### src/hdl/iir_direct_form_one_filter_assert.svh
// ---------------------------------------------------------------------------
// Assertion macros for the direct form I IIR filter
// Clocked on i_clk and held off while i_rst_n is low.
// ---------------------------------------------------------------------------
`ifndef IIR_DIRECT_FORM_ONE_FILTER_ASSERT_SVH
`define IIR_DIRECT_FORM_ONE_FILTER_ASSERT_SVH

// Consequent must hold in the same cycle as the antecedent.
`define IIRDF1_ASSERT_SAME(label, ante, cons, msg) \
    label: assert property (@(posedge i_clk) disable iff (!i_rst_n) (ante) |-> (cons)) \
        else $error(msg);

// Consequent must hold in the cycle after the antecedent.
`define IIRDF1_ASSERT_NEXT(label, ante, cons, msg) \
    label: assert property (@(posedge i_clk) disable iff (!i_rst_n) (ante) |=> (cons)) \
        else $error(msg);

`endif

### src/hdl/iirdf1_pkg.sv
// ---------------------------------------------------------------------------
// iirdf1_pkg
// Shared widths, types, register indexes and reset values of the filter.
// ---------------------------------------------------------------------------
package iirdf1_pkg;

    localparam int SAMPLE_W    = 32;
    localparam int COEF_W      = 40;
    localparam int PROD_W      = SAMPLE_W + COEF_W;
    localparam int NUM_FF_TAPS = 3;
    localparam int NUM_FB_TAPS = 2;
    localparam int ACC_W       = PROD_W + 3;
    localparam int FRAC_SHIFT  = 28;
    localparam int ORDER_W     = 2;
    localparam int CFG_IDX_W   = 3;

    typedef logic signed [SAMPLE_W-1:0] t_sample;
    typedef logic signed [COEF_W-1:0]   t_coef;
    typedef logic signed [PROD_W-1:0]   t_prod;
    typedef logic        [ORDER_W-1:0]  t_order;

    typedef struct packed {
        logic advance;  // an item is transferred in this cycle
        logic preset;   // that item is a preset command
    } t_cell_ctl;

    // register indexes
    localparam logic [CFG_IDX_W-1:0] CFG_NUM_COEF_0 = 3'd0;
    localparam logic [CFG_IDX_W-1:0] CFG_NUM_COEF_1 = 3'd1;
    localparam logic [CFG_IDX_W-1:0] CFG_NUM_COEF_2 = 3'd2;
    localparam logic [CFG_IDX_W-1:0] CFG_DEN_COEF_1 = 3'd3;
    localparam logic [CFG_IDX_W-1:0] CFG_DEN_COEF_2 = 3'd4;
    localparam logic [CFG_IDX_W-1:0] CFG_NUM_ORDER  = 3'd5;
    localparam logic [CFG_IDX_W-1:0] CFG_DEN_ORDER  = 3'd6;
    localparam logic [CFG_IDX_W-1:0] CFG_DC_GAIN    = 3'd7;

    // 1.0 in Q12.28
    localparam t_coef COEF_ONE = t_coef'(64'sd268435456);

    localparam t_sample SAMPLE_MAX = {1'b0, {(SAMPLE_W-1){1'b1}}};
    localparam t_sample SAMPLE_MIN = {1'b1, {(SAMPLE_W-1){1'b0}}};

endpackage

### src/hdl/iirdf1_fb_cell.sv
// ---------------------------------------------------------------------------
// iirdf1_fb_cell
// Output history cell: holds one past output and forms its feedback product.
// ---------------------------------------------------------------------------
module iirdf1_fb_cell (
    input  logic                 i_clk,
    input  logic                 i_rst_n,
    input  iirdf1_pkg::t_cell_ctl i_ctl,
    input  iirdf1_pkg::t_sample  i_shift_in,
    input  iirdf1_pkg::t_sample  i_preset_val,
    input  iirdf1_pkg::t_coef    i_coef,
    input  logic                 i_tap_en,
    output iirdf1_pkg::t_sample  o_q,
    output iirdf1_pkg::t_prod    o_prod
);

    iirdf1_pkg::t_sample r_q;
    iirdf1_pkg::t_sample n_q;
    iirdf1_pkg::t_coef   w_coef;

    // feedback uses the value held before this item
    assign w_coef = i_tap_en ? i_coef : '0;
    assign o_prod = r_q * w_coef;

    always_comb begin
        n_q = r_q;
        if (i_ctl.advance) begin
            n_q = i_ctl.preset ? i_preset_val : i_shift_in;
        end
    end

    always_ff @(posedge i_clk) begin
        if (!i_rst_n) begin
            r_q <= '0;
        end else begin
            r_q <= n_q;
        end
    end

    assign o_q = r_q;

endmodule

### config.mk
export PLATFORM = sky130hd
export DESIGN_NAME = iirdf1_fb_cell
export DESIGN_NICKNAME = d
export VERILOG_FILES = /design/src/hdl/iir_direct_form_one_filter_assert.svh /design/src/hdl/iirdf1_pkg.sv /design/src/hdl/iirdf1_fb_cell.sv
export SDC_FILE = /design/constraint.sdc
export NUM_CORES = 2
export LEC_CHECK = 0
export BUFFER_PORTS_ARGS = -buffer_cell sky130_fd_sc_hd__buf_2
export CORE_UTILIZATION = 40
export CTS_BUF_LIST = sky130_fd_sc_hd__clkbuf_4
export CTS_CLUSTER_SIZE = 30
export DETAILED_ROUTE_END_ITERATION = 7
export PLACE_DENSITY = 0.56
export REMOVE_ABC_BUFFERS = 1
export SYNTH_ARGS = -nofsm -noshare
export SYNTH_HDL_FRONTEND = slang
export SYNTH_SLANG_ARGS = --single-unit
### constraint.sdc
create_clock -name i_clk -period 21.2 [get_ports i_clk]
set_clock_uncertainty 0.05 [all_clocks]
set_input_delay 4.24 -clock i_clk [delete_from_list [all_inputs] [get_ports i_clk]]
set_output_delay 4.24 -clock i_clk [all_outputs]
set_load 0.01 [all_outputs]
==> results_dict.tcl <==
set metrics [dict create \
    vias 34752 \
    setup_viol 0 \
    yosys.area.top_type "fa_1" \
    netlist_instances 5141 \
    max_freq_mhz 55.3 \
    dp_hpwl_um 119000 \
    seqCellArea_um2 677 \
    synth_warnings 0 \
    slew_viol_final 0 \
    hold_buffers 0 \
    finalCritPeriodShare_pct 85.3 \
    stdcell_count 6612 \
    end_kind "output pin" \
    dieArea_mm2 0.116 \
    synth_seq_cells 32 \
    avgSynthCellArea_um2 8.95 \
    synthesis.area_mm2 0.0460 \
    start_util_pct 40.3 \
    largest_reg_flops 32 \
    finalCriticalPeriod_ns 18.08 \
    fp.dieW_um 341 \
    cts.sinks 32 \
    synth_area_leaders "fa_1, inv_1, nand2_1" \
    vias_per_cell 5.26 \
    clk_latency_ns 0.32 \
    synthArstFlopShare_pct 0 \
    ios 213 \
    wl_per_cell_um 23.2 \
    cts_tree "yes" \
    finalHoldViolations 0 \
    port_buffers 212 \
    finalSetupTns_ns 0 \
    die_h_um 341 \
    placedCellCount 6595 \
    rsz0062_at_grt "no" \
    maxCapViolCount 0 \
    crit_fanout 120 \
    nFillCells 11608 \
    grt_pass1_vias 38562 \
    antenna_found_initial 15 \
    drive_gt1_share_pct 7.11 \
    grt_pass1_wl_um 238000 \
    htreeDepth 2 \
    core_area_mm2 0.114 \
    post_cts_resized 0 \
    clock-root-buffer "clkbuf_4" \
    first_pass_iters 6 \
    grt_use_total_pct 27.3 \
    post-cts-setup-buffer-count 0 \
    grt_max_degree 121 \
    cts_made_buffers 5 \
    path_clk_slew_ns 0.09 \
    worst_pin_slew_ns 1.24 \
    multi_input_area_mm2 0.0391 \
    wl_um 154000 \
    cp_common_cell "fa_1" \
    hold_ws_ns 0.428 \
    area.growth.synth_to_final_pct 4.94 \
    gp_congestion 0.955 \
    layout.nets 6721 \
    required_ns 16.91 \
    clockBufferDepth 2 \
    core.rowCount 124 \
    synth_edf_count 0 \
    max_stage_delay_ns 0.74 \
    yosysUniqueCellTypes 80 \
    slowest_stage "and2_0" \
    drc_errors 0 \
    worstPathArrival_ns 13.79 \
    first_iter_violations 2299 \
    outcome "finished, final reports clean" \
    synth_top_area_share_pct 57.5 \
    grt-ovfl-total 0 \
    slew-limit-headroom_pct 17.4 \
    synth-seq-area-share_pct 1.39 \
    cp-start-kind "input port" \
    synth_ff_type "dfxtp_1" \
    hold_class "reg -> reg" \
    ant_nets 0 \
    path_class "in -> out" \
]
==> metrics by stage <==
stage	utilization [%]	setup WS (ns)	instance area, µm²
CTS	42.3	3.29	48300
detailed placement	42.2	3.31	48200
floorplan	-	5.39	44700
global route	42.3	2.94	48300
finish	42.3	3.12	48300
global placement	42.2	3.30	48200
==> critical path: cells and delay by family <==
family	cells	cell delay, ns
AO/OA/AOI/OAI	4	1.49
adder cells (fa/ha/maj)	9	4.47
buffers and inverters	9	1.84
AND/OR/NAND/NOR	5	1.58
==> metal layers <==
layer	global-route usage, %	vias up	share of wire (%)
met3	3.71	326	6.5
met5	0	-	0.085
met2	48.2	1319	50
met4	9.63	20	4.2
li1	-	14815	-
met1	34.2	18272	39
==> cell usage after synthesis, drive strengths merged, types with 3 or more instances <==
cell,n
and2,46
o21ai,42
nand2,939
nor2,68
o211a,33
or3,5
buf,22
o21a,10
o21bai,13
o31ai,5
fa,1322
nand3,12
mux2i,32
clkbuf,319
dfxtp,32
ha,200
and4,3
o211ai,7
nand4,23
and3,386
a21oi,88
a2111o,3
inv,1328
nand2b,12
xnor2,52
nor3,13
xor2,24
a211oi,10
a21o,40
a31oi,3
or2,6
nor2b,7
==> path summary, 6_finish.rpt <==
check / startpoint / endpoint / slack, ns / depth (start not counted)
worst min-delay path: o_q[19] / o_q[19] / 0.43 / 1
worst min register to register: o_q[19] / o_q[19] / 0.43 / 1
worst max register to register: o_q[11] / o_q[11] / 19.53 / 2
worst max-delay path: i_tap_en / o_prod[64] / 3.12 / 27
==> cell usage in the layout, fill, tap and decap left out, types with 6 or more instances in the layout <==
| cell type | count |
|---|---|
| diode_2 | 10 |
| buf_2 | 211 |
| and2_1 | 31 |
| o211ai_1 | 6 |
| nor2b_1 | 7 |
| and2_2 | 10 |
| buf_4 | 71 |
| dfxtp_2 | 29 |
| fa_1 | 1322 |
| nand2_1 | 939 |
| o21a_1 | 10 |
| mux2i_1 | 32 |
| a21oi_1 | 85 |
| a211oi_1 | 7 |
| o211a_1 | 33 |
| ha_1 | 200 |
| nor3_1 | 12 |
| xnor2_1 | 52 |
| and3_1 | 384 |
| nand2b_1 | 12 |
| xor2_1 | 24 |
| nand3_1 | 12 |
| o21ai_0 | 36 |
| nor2_1 | 68 |
| nand4_1 | 23 |
| inv_1 | 1328 |
| o21bai_1 | 12 |
| a21o_1 | 37 |
==> logic make-up (layout without fill, tap and decap cells) <==
logic type                 count (synthesis)  count (layout)  share of synthesized area (%)
buffers and inverters                   1669            1618                           13.7
xor gates and xnor gates                  76              76                           1.45
and+or+nand+nor                         1525            1525                           15.3
other                                      0              10                              0
muxes                                     32              32                          0.696
DFF                                       32              32                           1.39
AOI/OAI and AO/OA                        285             285                           4.49
adders and majority gates               1522            1522                           63.0
==> layout make-up <==
| cell class | count | share of cell area, % |
|---|---|---|
| repair buffers | 283 | 3.32 |
| clock inverters | 2 | 0.0155 |
| multi-input cells | 3440 | 80.9 |
| clock buffers | 5 | 0.0777 |
| well taps | 1512 | 3.92 |
| diodes | 10 | 0.0518 |
| inverters | 1328 | 10.3 |
| flip-flops and latches | 32 | 1.40 |
Power is not shown: default switching activity piles up to over one toggle a cycle in this logic, so the estimate is an artifact.
