File: src/hdl/iir_direct_form_one_filter_assert.svh
// ---------------------------------------------------------------------------
// Assertion macros for the direct form I IIR filter
// Clocked on i_clk and held off while i_rst_n is low.
// ---------------------------------------------------------------------------
`ifndef IIR_DIRECT_FORM_ONE_FILTER_ASSERT_SVH
`define IIR_DIRECT_FORM_ONE_FILTER_ASSERT_SVH

// Consequent must hold in the same cycle as the antecedent.
`define IIRDF1_ASSERT_SAME(label, ante, cons, msg) \
    label: assert property (@(posedge i_clk) disable iff (!i_rst_n) (ante) |-> (cons)) \
        else $error(msg);

// Consequent must hold in the cycle after the antecedent.
`define IIRDF1_ASSERT_NEXT(label, ante, cons, msg) \
    label: assert property (@(posedge i_clk) disable iff (!i_rst_n) (ante) |=> (cons)) \
        else $error(msg);

`endif

File: src/hdl/iirdf1_pkg.sv
// ---------------------------------------------------------------------------
// iirdf1_pkg
// Shared widths, types, register indexes and reset values of the filter.
// ---------------------------------------------------------------------------
package iirdf1_pkg;

    localparam int SAMPLE_W    = 32;
    localparam int COEF_W      = 40;
    localparam int PROD_W      = SAMPLE_W + COEF_W;
    localparam int NUM_FF_TAPS = 3;
    localparam int NUM_FB_TAPS = 2;
    localparam int ACC_W       = PROD_W + 3;
    localparam int FRAC_SHIFT  = 28;
    localparam int ORDER_W     = 2;
    localparam int CFG_IDX_W   = 3;

    typedef logic signed [SAMPLE_W-1:0] t_sample;
    typedef logic signed [COEF_W-1:0]   t_coef;
    typedef logic signed [PROD_W-1:0]   t_prod;
    typedef logic        [ORDER_W-1:0]  t_order;

    typedef struct packed {
        logic advance;  // an item is transferred in this cycle
        logic preset;   // that item is a preset command
    } t_cell_ctl;

    // register indexes
    localparam logic [CFG_IDX_W-1:0] CFG_NUM_COEF_0 = 3'd0;
    localparam logic [CFG_IDX_W-1:0] CFG_NUM_COEF_1 = 3'd1;
    localparam logic [CFG_IDX_W-1:0] CFG_NUM_COEF_2 = 3'd2;
    localparam logic [CFG_IDX_W-1:0] CFG_DEN_COEF_1 = 3'd3;
    localparam logic [CFG_IDX_W-1:0] CFG_DEN_COEF_2 = 3'd4;
    localparam logic [CFG_IDX_W-1:0] CFG_NUM_ORDER  = 3'd5;
    localparam logic [CFG_IDX_W-1:0] CFG_DEN_ORDER  = 3'd6;
    localparam logic [CFG_IDX_W-1:0] CFG_DC_GAIN    = 3'd7;

    // 1.0 in Q12.28
    localparam t_coef COEF_ONE = t_coef'(64'sd268435456);

    localparam t_sample SAMPLE_MAX = {1'b0, {(SAMPLE_W-1){1'b1}}};
    localparam t_sample SAMPLE_MIN = {1'b1, {(SAMPLE_W-1){1'b0}}};

endpackage

File: src/hdl/iirdf1_ff_cell.sv
// ---------------------------------------------------------------------------
// iirdf1_ff_cell
// Input history cell: holds one past sample and forms its numerator product.
// ---------------------------------------------------------------------------
module iirdf1_ff_cell (
    input  logic                 i_clk,
    input  logic                 i_rst_n,
    input  iirdf1_pkg::t_cell_ctl i_ctl,
    input  iirdf1_pkg::t_sample  i_shift_in,
    input  iirdf1_pkg::t_sample  i_preset_val,
    input  iirdf1_pkg::t_coef    i_coef,
    input  logic                 i_tap_en,
    output iirdf1_pkg::t_sample  o_q,
    output iirdf1_pkg::t_prod    o_prod
);

    iirdf1_pkg::t_sample r_q;
    iirdf1_pkg::t_sample n_q;
    iirdf1_pkg::t_sample w_d;
    iirdf1_pkg::t_coef   w_coef;

    // value this tap takes with the item now being transferred
    assign w_d    = i_ctl.preset ? i_preset_val : i_shift_in;
    assign w_coef = i_tap_en ? i_coef : '0;
    assign o_prod = w_d * w_coef;

    assign n_q = i_ctl.advance ? w_d : r_q;

    always_ff @(posedge i_clk) begin
        if (!i_rst_n) begin
            r_q <= '0;
        end else begin
            r_q <= n_q;
        end
    end

    assign o_q = r_q;

endmodule

File: config.mk
export PLATFORM = sky130hd
export DESIGN_NAME = iirdf1_ff_cell
export DESIGN_NICKNAME = d
export VERILOG_FILES = /design/src/hdl/iir_direct_form_one_filter_assert.svh /design/src/hdl/iirdf1_pkg.sv /design/src/hdl/iirdf1_ff_cell.sv
export SDC_FILE = /design/constraint.sdc
export NUM_CORES = 2
export LEC_CHECK = 0
export BUFFER_PORTS_ARGS = -buffer_cell sky130_fd_sc_hd__clkbuf_2
export CAP_MARGIN = 10
export CELL_PAD_IN_SITES_DETAIL_PLACEMENT = 0
export CELL_PAD_IN_SITES_GLOBAL_PLACEMENT = 1
export CORE_AREA = 2 2 289 291
export CTS_BUF_LIST = sky130_fd_sc_hd__clkbuf_2
export DETAILED_ROUTE_END_ITERATION = 8
export DIE_AREA = 0 0 291 293
export MAX_ROUTING_LAYER = met4
export PLACE_DENSITY_LB_ADDON = 0.1
export RECOVER_POWER = 25
export REMOVE_ABC_BUFFERS = 1
export SYNTH_ARGS = -nofsm -noshare
export SYNTH_HDL_FRONTEND = slang
export SYNTH_SLANG_ARGS = --single-unit
File: constraint.sdc
create_clock -name i_clk -period 35.8 [get_ports i_clk]
set_input_delay 7.16 -clock i_clk [delete_from_list [all_inputs] [get_ports i_clk]]
set_output_delay 7.16 -clock i_clk [all_outputs]
set_load 0.01 [all_outputs]
==> flow_metrics.py <==
metrics = {
    "worst_hold_path": {
        "hold_class": "flop to flop",
        "hold_start": "o_q[15]",
    },
    "clock_network": {
        "clkSinkCount": 32,
        "postCtsSetupBuffers": 0,
        "tritoncts": "built",
        "clock_path_buffers": 2,
        "clk_latency_ns": 0.36,
        "numCtsBuffers": 5,
        "cts-resized-gates": 0,
        "holdBufCountCts": 0,
        "clockRootBuffer": "clkbuf_2",
        "ctsHtreeMaxLevel": 2,
        "clk_pin_slew_worst_paths_ns": 0.16,
    },
    "logic_synthesis": {
        "synth_most_common_cell": "inv_1",
        "ys_types": 65,
        "synthTopCellsByCount": "inv_1, fa_1, nand2_1",
        "synthArstFlopShare_pct": 0,
        "synth_cells": 5085,
        "synth_edf_count": 0,
        "post-synth-top-area-cell": "fa_1",
        "ys_warn_count": 0,
        "seq_area_frac_synth_pct": 1.43,
        "synth_ff_type": "dfxtp_1",
        "syn_area_per_cell_um2": 8.81,
        "netlist_area_um2": 44800,
        "synth.area.top_cells": "fa_1, inv_1, nand2_1",
        "yosysTopAreaCellShare_pct": 59.1,
        "ys_ff_latch": 32,
    },
    "global_route": {
        "grt_max_degree": 81,
        "grt_usage_pct": 37.3,
        "antenna_found_initial": 2,
        "grt_overflow": 0,
        "grt_pass1_vias": 37575,
        "grt_pass1_wl_um": 228000,
    },
    "worst_setup_path": {
        "critical_path.top_delay_family": "adder cells",
        "cp_num_buf_inv": 7,
        "slowest_stage": "clkbuf_1",
        "critPathRequiredTime_ns": 28.64,
        "critPathMaxStageDelay_ns": 1.46,
        "critPathArrivalTime_ns": 18.66,
        "cp_common_cell": "fa_1",
        "r2r-start": "o_q[7]",
        "critPathLaunchType": "input port",
        "startpoint": "i_ctl[0]",
        "end_kind": "primary output",
        "worst-setup-path-type": "input port to primary output",
        "path_max_fanout": 18,
    },
    "routing": {
        "finalWirelength_um": 148000,
        "vias": 34493,
        "ant_nets": 0,
        "drc": 0,
        "via_per_inst": 5.56,
        "dr.pass1.iters": 6,
        "drtIter0Drc": 2327,
        "wl_per_cell_um": 23.8,
    },
    "floorplan": {
        "chipHeight_um": 293,
        "core-area_um2": 81800,
        "rows": 105,
        "start_util_pct": 54.8,
        "die_area_um2": 85300,
        "die_w_um": 291,
        "ios": 213,
    },
    "run_status": {
        "outcome": "finished, violations left",
        "violations": "max-capacitance violations, max-slew violations",
    },
    "timing": {
        "worst_pin_slew_ns": 2.00,
        "clock_skew_ns": 0,
        "slew_headroom_pct": -33.4,
        "timing_hold_violations_final": 0,
        "finalSetupTns_ns": 0,
        "rsz0062_at_grt": "false",
        "slew_violations": 19,
        "min_period_ns": 25.82,
        "max_freq_ghz": 0.0387,
        "fin_crit_sh_pct": 72.1,
        "finalSetupViolations": 0,
    },
    "layout": {
        "multiInputGateArea_um2": 38300,
        "area_growth_pct": 4.82,
        "seq_area_um2": 641,
        "fill_cells": 7748,
        "nets": 6764,
        "largest_reg_flops": 32,
        "drive_gt1_share_pct": 6.53,
    },
    "place": {
        "dp_hpwl_um": 118000,
        "port_buffers": 212,
        "routabilityCongestion": 0.962,
    },
    "flow_run": {
        "maxCapViolCount": 1,
    },
}
## area by class of cell
type / instances / share of cell area, %
clock buffer: 5 / 0.0533
clock inverter: 2 / 0.0160
tap: 1070 / 2.85
antenna: 3 / 0.0160
multi-input combinational: 3460 / 81.4
inverter: 1328 / 10.6
timing repair buffer: 306 / 3.65
sequential: 32 / 1.36
## final timing paths
| check | depth (start not counted) | to | slack [ns] |
|---|---|---|---|
| max | 25 | o_prod[70] | 9.98 |
| min | 1 | o_q[15] | 0.50 |
| max reg2reg | 2 | o_q[7] | 35.13 |
| min reg2reg | 1 | o_q[15] | 0.50 |
## cells in the final DEF (no fill, tap or decap), types with 33 or more instances in the layout
master / instances
clkbuf_2: 187
o211a_1: 33
inv_1: 1327
nand2_1: 980
and2_1: 35
o21ai_0: 35
a21oi_1: 70
nor2_1: 441
fa_1: 1322
xnor2_1: 55
buf_4: 90
ha_1: 200
clkbuf_1: 34
## metrics by stage
| step | worst slack (ns) | cells | hold slack, ns | util (%) | cell area, um2 |
|---|---|---|---|---|---|
| 6_report | 9.98 | 6206 | 0.499 | 57.4 | 47000 |
| 5_1_grt | 9.55 | 6205 | 0.517 | 57.4 | 47000 |
| 4_1_cts | 10.54 | 6203 | 0.501 | 57.5 | 47000 |
| 3_5_place_dp | 10.57 | 6196 | 0.465 | 57.4 | 47000 |
| 3_3_place_gp | 10.61 | 6196 | 0.461 | 57.4 | 47000 |
| 2_1_floorplan | 12.85 | 4820 | 0.519 | - | 43800 |
## logic make-up after synthesis
| kind of cell | Yosys count | share of synthesized area, % |
|---|---|---|
| adder cells (fa/ha/maj) | 1522 | 64.6 |
| AO/OA/AOI/OAI | 243 | 3.87 |
| multiplexers | 62 | 1.47 |
| XOR/XNOR | 78 | 1.52 |
| flip-flops | 32 | 1.43 |
| buffers and inverters | 1593 | 13.3 |
| AND/OR/NAND/NOR | 1555 | 13.7 |
## layer usage
metal | wire (um) | share of wire, % | GRT usage (%) | up-vias
met4 | 11100 | 7.5 | 20.8 | 0
met5 | 0 | 0 | - | -
li1 | - | - | - | 14512
met1 | 53200 | 36 | 44.0 | 17993
met2 | 72900 | 49 | 62.1 | 1497
met3 | 10900 | 7.4 | 5.20 | 491
Power is not shown: default switching activity piles up to over one toggle a cycle in this logic, so the estimate is an artifact.
