### config.mk
export PLATFORM = sky130hd
export DESIGN_NAME = iirdf1_sum
export DESIGN_NICKNAME = d
export VERILOG_FILES = /design/src/hdl/iir_direct_form_one_filter_assert.svh /design/src/hdl/iirdf1_pkg.sv /design/src/hdl/iirdf1_sum.sv
export SDC_FILE = /design/constraint.sdc
export NUM_CORES = 1
export LEC_CHECK = 0
export BUFFER_PORTS_ARGS = -buffer_cell sky130_fd_sc_hd__buf_2
export CORE_UTILIZATION = 35
export DETAILED_ROUTE_END_ITERATION = 8
export PLACE_DENSITY_LB_ADDON = 0.15
export SETUP_SLACK_MARGIN = 0.02
export SLEW_MARGIN = 20
export SYNTH_ARGS = -nofsm -noshare
export SYNTH_HDL_FRONTEND = slang
export SYNTH_SLANG_ARGS = --single-unit
### constraint.sdc
create_clock -name vclk -period 4.8
set_input_delay 0 -clock vclk [all_inputs]
set_output_delay 0 -clock vclk [all_outputs]
set_load 0.01 [all_outputs]
### src/hdl/iir_direct_form_one_filter_assert.svh
// ---------------------------------------------------------------------------
// Assertion macros for the direct form I IIR filter
// Clocked on i_clk and held off while i_rst_n is low.
// ---------------------------------------------------------------------------
`ifndef IIR_DIRECT_FORM_ONE_FILTER_ASSERT_SVH
`define IIR_DIRECT_FORM_ONE_FILTER_ASSERT_SVH

// Consequent must hold in the same cycle as the antecedent.
`define IIRDF1_ASSERT_SAME(label, ante, cons, msg) \
    label: assert property (@(posedge i_clk) disable iff (!i_rst_n) (ante) |-> (cons)) \
        else $error(msg);

// Consequent must hold in the cycle after the antecedent.
`define IIRDF1_ASSERT_NEXT(label, ante, cons, msg) \
    label: assert property (@(posedge i_clk) disable iff (!i_rst_n) (ante) |=> (cons)) \
        else $error(msg);

`endif

### src/hdl/iirdf1_pkg.sv
// ---------------------------------------------------------------------------
// iirdf1_pkg
// Shared widths, types, register indexes and reset values of the filter.
// ---------------------------------------------------------------------------
package iirdf1_pkg;

    localparam int SAMPLE_W    = 32;
    localparam int COEF_W      = 40;
    localparam int PROD_W      = SAMPLE_W + COEF_W;
    localparam int NUM_FF_TAPS = 3;
    localparam int NUM_FB_TAPS = 2;
    localparam int ACC_W       = PROD_W + 3;
    localparam int FRAC_SHIFT  = 28;
    localparam int ORDER_W     = 2;
    localparam int CFG_IDX_W   = 3;

    typedef logic signed [SAMPLE_W-1:0] t_sample;
    typedef logic signed [COEF_W-1:0]   t_coef;
    typedef logic signed [PROD_W-1:0]   t_prod;
    typedef logic        [ORDER_W-1:0]  t_order;

    typedef struct packed {
        logic advance;  // an item is transferred in this cycle
        logic preset;   // that item is a preset command
    } t_cell_ctl;

    // register indexes
    localparam logic [CFG_IDX_W-1:0] CFG_NUM_COEF_0 = 3'd0;
    localparam logic [CFG_IDX_W-1:0] CFG_NUM_COEF_1 = 3'd1;
    localparam logic [CFG_IDX_W-1:0] CFG_NUM_COEF_2 = 3'd2;
    localparam logic [CFG_IDX_W-1:0] CFG_DEN_COEF_1 = 3'd3;
    localparam logic [CFG_IDX_W-1:0] CFG_DEN_COEF_2 = 3'd4;
    localparam logic [CFG_IDX_W-1:0] CFG_NUM_ORDER  = 3'd5;
    localparam logic [CFG_IDX_W-1:0] CFG_DEN_ORDER  = 3'd6;
    localparam logic [CFG_IDX_W-1:0] CFG_DC_GAIN    = 3'd7;

    // 1.0 in Q12.28
    localparam t_coef COEF_ONE = t_coef'(64'sd268435456);

    localparam t_sample SAMPLE_MAX = {1'b0, {(SAMPLE_W-1){1'b1}}};
    localparam t_sample SAMPLE_MIN = {1'b1, {(SAMPLE_W-1){1'b0}}};

endpackage

### src/hdl/iirdf1_sum.sv
// ---------------------------------------------------------------------------
// iirdf1_sum
// Adds the tap products, rounds Q28.44 to Q16.16 and saturates.
// ---------------------------------------------------------------------------
module iirdf1_sum (
    input  iirdf1_pkg::t_prod   i_ff_prod [iirdf1_pkg::NUM_FF_TAPS],
    input  iirdf1_pkg::t_prod   i_fb_prod [iirdf1_pkg::NUM_FB_TAPS],
    output iirdf1_pkg::t_sample o_result
);

    localparam int SHIFT_W = iirdf1_pkg::ACC_W - iirdf1_pkg::FRAC_SHIFT;
    localparam int HI_W    = SHIFT_W - iirdf1_pkg::SAMPLE_W + 1;
    localparam logic signed [iirdf1_pkg::ACC_W-1:0] ROUND_HALF =
        iirdf1_pkg::ACC_W'(64'sd1 << (iirdf1_pkg::FRAC_SHIFT - 1));

    logic signed [iirdf1_pkg::ACC_W-1:0] w_acc;
    logic signed [iirdf1_pkg::ACC_W-1:0] w_rnd;
    logic        [SHIFT_W-1:0]           w_shift;
    logic        [HI_W-1:0]              w_hi;

    always_comb begin
        w_acc = '0;
        for (int k = 0; k < iirdf1_pkg::NUM_FF_TAPS; k++) begin
            w_acc = w_acc + iirdf1_pkg::ACC_W'(i_ff_prod[k]);
        end
        for (int k = 0; k < iirdf1_pkg::NUM_FB_TAPS; k++) begin
            w_acc = w_acc - iirdf1_pkg::ACC_W'(i_fb_prod[k]);
        end
    end

    // round half up, then floor shift
    assign w_rnd   = w_acc + ROUND_HALF;
    assign w_shift = w_rnd[iirdf1_pkg::ACC_W-1:iirdf1_pkg::FRAC_SHIFT];
    assign w_hi    = w_shift[SHIFT_W-1:iirdf1_pkg::SAMPLE_W-1];

    always_comb begin
        if ((&w_hi) || !(|w_hi)) begin
            o_result = w_shift[iirdf1_pkg::SAMPLE_W-1:0];
        end else if (w_hi[HI_W-1]) begin
            o_result = iirdf1_pkg::SAMPLE_MIN;
        end else begin
            o_result = iirdf1_pkg::SAMPLE_MAX;
        end
    end

endmodule

==> metrics.txt, run 1 <==
mean routed wirelength per cell=15.48 um; most frequent cells after synthesis=inv_1 (400), fa_1 (216), ha_1 (144); register area share after synthesis=0%; crit end category=output pin; Critical Path Sink=o_result[7]; I/O Buffers=392; worst-margin pin slew=0.7211 ns; crit path max fanout=12; total wire length=40.70 mm; Chip Height=188.7 um; Crit Path Category=input port to output pin; Design Area, Final=18400 um^2; fin cells=2630; Vias=12870; outcome=finished with violations; Peak Freq=0.2022 GHz; share of post-route cells with drive strength above 1=42.62%; crit path DAT=4.95 ns; register area=0 um^2; Setup WS post-layout=-0.1463 ns; GRT overflow=0; crit path from=i_ff_prod[39]; Slew HR=between 50% and 60%; RePlAce Congestion=0.8894; LEAKAGE=9.610 nW; Avg Inst Size Synth=8.087 um^2; total number of yosys warnings=0; clk_buf instances=0; DR pass1 iterations=5; hold slack=around 1.2 ns; area delta synth->final=50.90%; area share of the largest cell type after synthesis=35.46%; Vias/cell=4.892; flip-flop and latch count=0; global-route wire length before repair=65.86 mm; largest cells by area after synthesis=fa_1 (35%), ha_1 (15%), inv_1 (12%); Hold Path Stages=8; Mapped Cells=between 1500 and 2000; antenna violations before repair=0; gr usage total=22.65%; DP Cell Count=2598; Die ar.=35590 um^2; period utilization=103.0%; Initial Utilization=36.01%; antenna-violating nets left=0; largest net degree at the start of global routing=16; Max VDD drop=0.0004457 V; failing checks=setup timing; WP data required=4.80 ns; Nets=2904; core area=33870 um^2; 1st-iter DRT viols=between 500 and 600; Slew Limit Fails=0; most frequent cell after synthesis=inv_1; Final Hold Fails=0; Yosys top cell by area=fa_1; Top-Level Pins=approximately 390; Pwr Total=13.49 mW; worst hold-check path type=input port to output pin; Max Cap Viol=0; vias in the first global route=13320; post-synth cell types=82; Post-Synthesis Cell Area=12200 um^2; post-layout minimum cycle time=4.946 ns; Startpoint Class=input port; Die X=about 190 um; Rows=67; placed cell areas=around 17000 um^2; Power Dens Cells=733.1 nW/um^2; endpoints failing setup=31; ant diodes=0; Mapped Nets=approximately 2200; post-DP HPWL=36.52 mm; RSZ-0062 raised after global routing=true; DR DRC count=0
## through the flow
stage	setup TNS (ns)	setup WS [ns]	util, %
6_report	-3.180	-0.1463	54.34
5_1_grt	-10.26	-0.3824	54.34
4_1_cts	-3.531	-0.1378	51.48
3_5_place_dp	-17.01	-0.5952	49.58
3_3_place_gp	-17.47	-0.6368	49.58
2_1_floorplan	0	0.1418	-
## worst max-delay path: stages
cell and delay [ns]:
buf_2 0.08, inv_1 0.05, fa_1 0.53, inv_1 0.05
fa_1 0.48, inv_1 0.05, fa_1 0.47, inv_1 0.06
ha_4 0.24, a21oi_2 0.23, o21ai_1 0.14, a211o_1 0.29
o22a_1 0.24, o31ai_4 0.27, buf_12 0.16, and3_4 0.19
a311oi_4 0.05, buf_4 0.16, a2111oi_4 0.26, and3_4 0.29
a31o_4 0.20, buf_12 0.15, nand3_1 0.11, buf_2 0.16
## layer usage
| metal | GRT usage, % | vias to the layer above | share of wire, % |
|---|---|---|---|
| met3 | 1.471 | 24 | 5.3 |
| met4 | 2.140 | 0 | 0.94 |
| met1 | 30.89 | 6140 | 44 |
| met5 | 0 | - | 0 |
| met2 | 40.48 | 409 | 49 |
| li1 | - | 6293 | - |
## how the worst min path moves through the flow
| stage | start | end |
|---|---|---|
| floorplan | i_ff_prod[215] | o_result[31] |
| global placement | i_ff_prod[215] | o_result[31] |
| detailed placement | i_ff_prod[215] | o_result[31] |
| CTS | i_ff_prod[215] | o_result[31] |
| global route | i_ff_prod[215] | o_result[31] |
| finish | i_ff_prod[215] | o_result[31] |
## logic make-up after synthesis
logic type	share of synthesized area, %
simple gates	17.25
buf+inv	15.02
xor+xnor	2.873
mux	0.2565
fa+ha+maj	50.23
compound gates	14.37
## repair_timing
item                                    4_1_cts  5_1_grt
cloned                                        0        1
resized for setup                            96      168
buffers inserted                             17       17
hold buffers                                  0        0
pin swaps                                    27       66
endpoints found under the setup margin       31       31
## report_power, final
part | total (mW) | internal, mW | switching (mW)
Clock | 0 | 0 | 0
Combinational | 13.5 | 6.46 | 7.03
Sequential | 0 | 0 | 0
## placed cells by master (no fill, tap or decap), drive strengths merged, types with 27 or more instances in the layout
cell type	n
buf	735
inv	400
fa	216
ha	144
a21oi	96
nand2	89
nand4	80
nor2	68
o21ai	62
nand3	38
nand4b	27
## layout make-up
class / count / area, um^2
inverter: 400 / 1504
tap: 448 / 560.5
fill: 3263 / 15460
multi-input combinational: 1046 / 11430
timing repair buffer: 736 / 4911
Power figures use the tool's default switching activity.
==> run 2: changes to the inputs <==
==> constraint.sdc (replaced) <==
create_clock -name vclk -period 4.08
set_input_delay 0 -clock vclk [all_inputs]
set_output_delay 0 -clock vclk [all_outputs]
set_load 0.01 [all_outputs]
==> run 2 against run 1 <==
The flow still finishes with violations (setup timing). Sequential cell count did not move. Die area stayed put. Combinational power rose by 19%. Setup slack got worse by 0.81 ns. Sequential share of layout area stayed put. Wire length shrank 3.4%. Critical endpoint is now o_result[6].
==> metrics.txt, run 2 (synthesized netlist as in run 1, its figures left out) <==
outcome=finished with violations; failing checks=setup timing; Slew HR=about three fifths; total wire length=around 39 mm; Die X=188.7 um; Die ar.=roughly 36000 um^2; antenna violations before repair=0; core area=33870 um^2; Reg power frac=0%; Initial Utilization=36.01%; gr usage total=roughly 22%; Max VDD drop=0.0006086 V; period utilization=123.4%; DR DRC count=0; post-layout minimum cycle time=5.035 ns; Peak Freq=a little under 0.2 GHz; hold buffers post-CTS=0; GRT overflow=0; post-DP HPWL=35.66 mm; Multi-input gate area=11480 um^2; worst hold-check path type=input port to output pin; Startpoint Class=input port; Vias=12730; crit path max fanout=7; mean routed wirelength per cell=14.88 um; clk_buf instances=0; Power Dens Cells=866.3 nW/um^2; endpoints failing setup=31; Switching Share=50.78%; antenna-violating nets left=0; LEAKAGE=roughly 9.7 nW; register area=0 um^2; Max Cap Viol=0; most frequent cells in the layout=inv_1 (386), buf_2 (359), buf_4 (327); flip-flop and latch count=0; RePlAce Congestion=just over 0.9; hold slack=1.067 ns; Vias/cell=around 4.8; Slew Limit Fails=0; Setup WS post-layout=-0.9549 ns; DR pass1 iterations=5; clock network fraction of total power=0%; Nets=2917; share of post-route cells with drive strength above 1=42.60%; DP Cell Count=2612; Sw Pwr=8.187 mW; ant diodes=0; largest net degree at the start of global routing=20; WP data required=4.08 ns; fin cells=between 2000 and 3000; global-route wire length before repair=roughly 63 mm; Top-Level Pins=392; Crit Path Category=input port to output pin; Final Hold Fails=0; Comb pwr share=100.0%; Rows=67; commonest non-fill, non-tap cell in the layout=inv_1; 1st-iter DRT viols=532; Chip Height=188.7 um; vias in the first global route=12830; RSZ-0062 raised after global routing=true; area delta synth->final=52.60%; # fillers=3306; crit end category=output pin; I/O Buffers=392; crit path DAT=5.03 ns; worst-margin pin slew=0.5972 ns; Internal Power=7.936 mW
==> run 2: critical path, cell delays in order <==
cell and delay, ns:
buf_2 0.07, inv_1 0.04, fa_1 0.54, inv_1 0.06
fa_1 0.53, inv_1 0.05, fa_1 0.36, inv_1 0.07
ha_1 0.25, buf_4 0.17, nand4_1 0.22, nor2_1 0.09
a211o_1 0.26, o22a_1 0.25, o31ai_4 0.36, buf_12 0.15
a21oi_1 0.07, nor3_2 0.29, nand2_1 0.14, nor4_4 0.29
buf_6 0.21, clkbuf_16 0.16, nand4b_1 0.18, nand3_4 0.11
buf_6 0.10
==> run 2: cell type report <==
cell class                 count  share of cell area, %
timing repair buffer         749                  27.24
multi-input combinational   1046                  61.68
tap                          448                  3.012
inverter                     400                  8.068
==> run 2: final timing paths <==
check                          start            to  slack [ns]  cells past startpoint
worst max-delay path   i_ff_prod[27]   o_result[6]       -0.95                     25
worst min-delay path  i_ff_prod[215]  o_result[31]        1.07                      7
==> run 2: power groups by stage <==
stage	Sequential [mW]	Clock, mW	Combinational (mW)
after floorplan	0	0	7.40
after global placement	0	0	13.4
after detailed placement	0	0	13.4
after CTS	0	0	14.9
after global routing	0	0	17.5
final	0	0	16.1
==> run 2: timing repair <==
action,in CTS,in global routing
resized for setup,122,112
setup endpoints to repair,32,32
setup buffers,13,16
cloned,1,2
pin swaps,38,69
==> run 2: layer usage <==
layer,GRT usage (%),vias to the layer above,share of wire (%)
li1,-,6310,-
met4,3.009,0,1.8
met5,0,-,0
met2,37.12,384,47
met1,30.58,5995,46
met3,1.211,36,5.1
==> run 2: stage by stage <==
| stage | total power, mW | cell area (um^2) | setup slack, ns | TNS [ns] | util (%) |
|---|---|---|---|---|---|
| 3_3_place_gp | 13.38 | 17130 | -1.144 | -34.75 | 50.59 |
| 5_1_grt | 17.49 | 18610 | -1.155 | -34.08 | 54.95 |
| 3_5_place_dp | 13.42 | 17130 | -1.194 | -35.82 | 50.59 |
| 2_1_floorplan | 7.401 | 12420 | -0.4425 | -12.48 | - |
| 6_report | 16.12 | 18610 | -0.9549 | -28.34 | 54.95 |
| 4_1_cts | 14.87 | 17890 | -0.9252 | -27.66 | 52.82 |
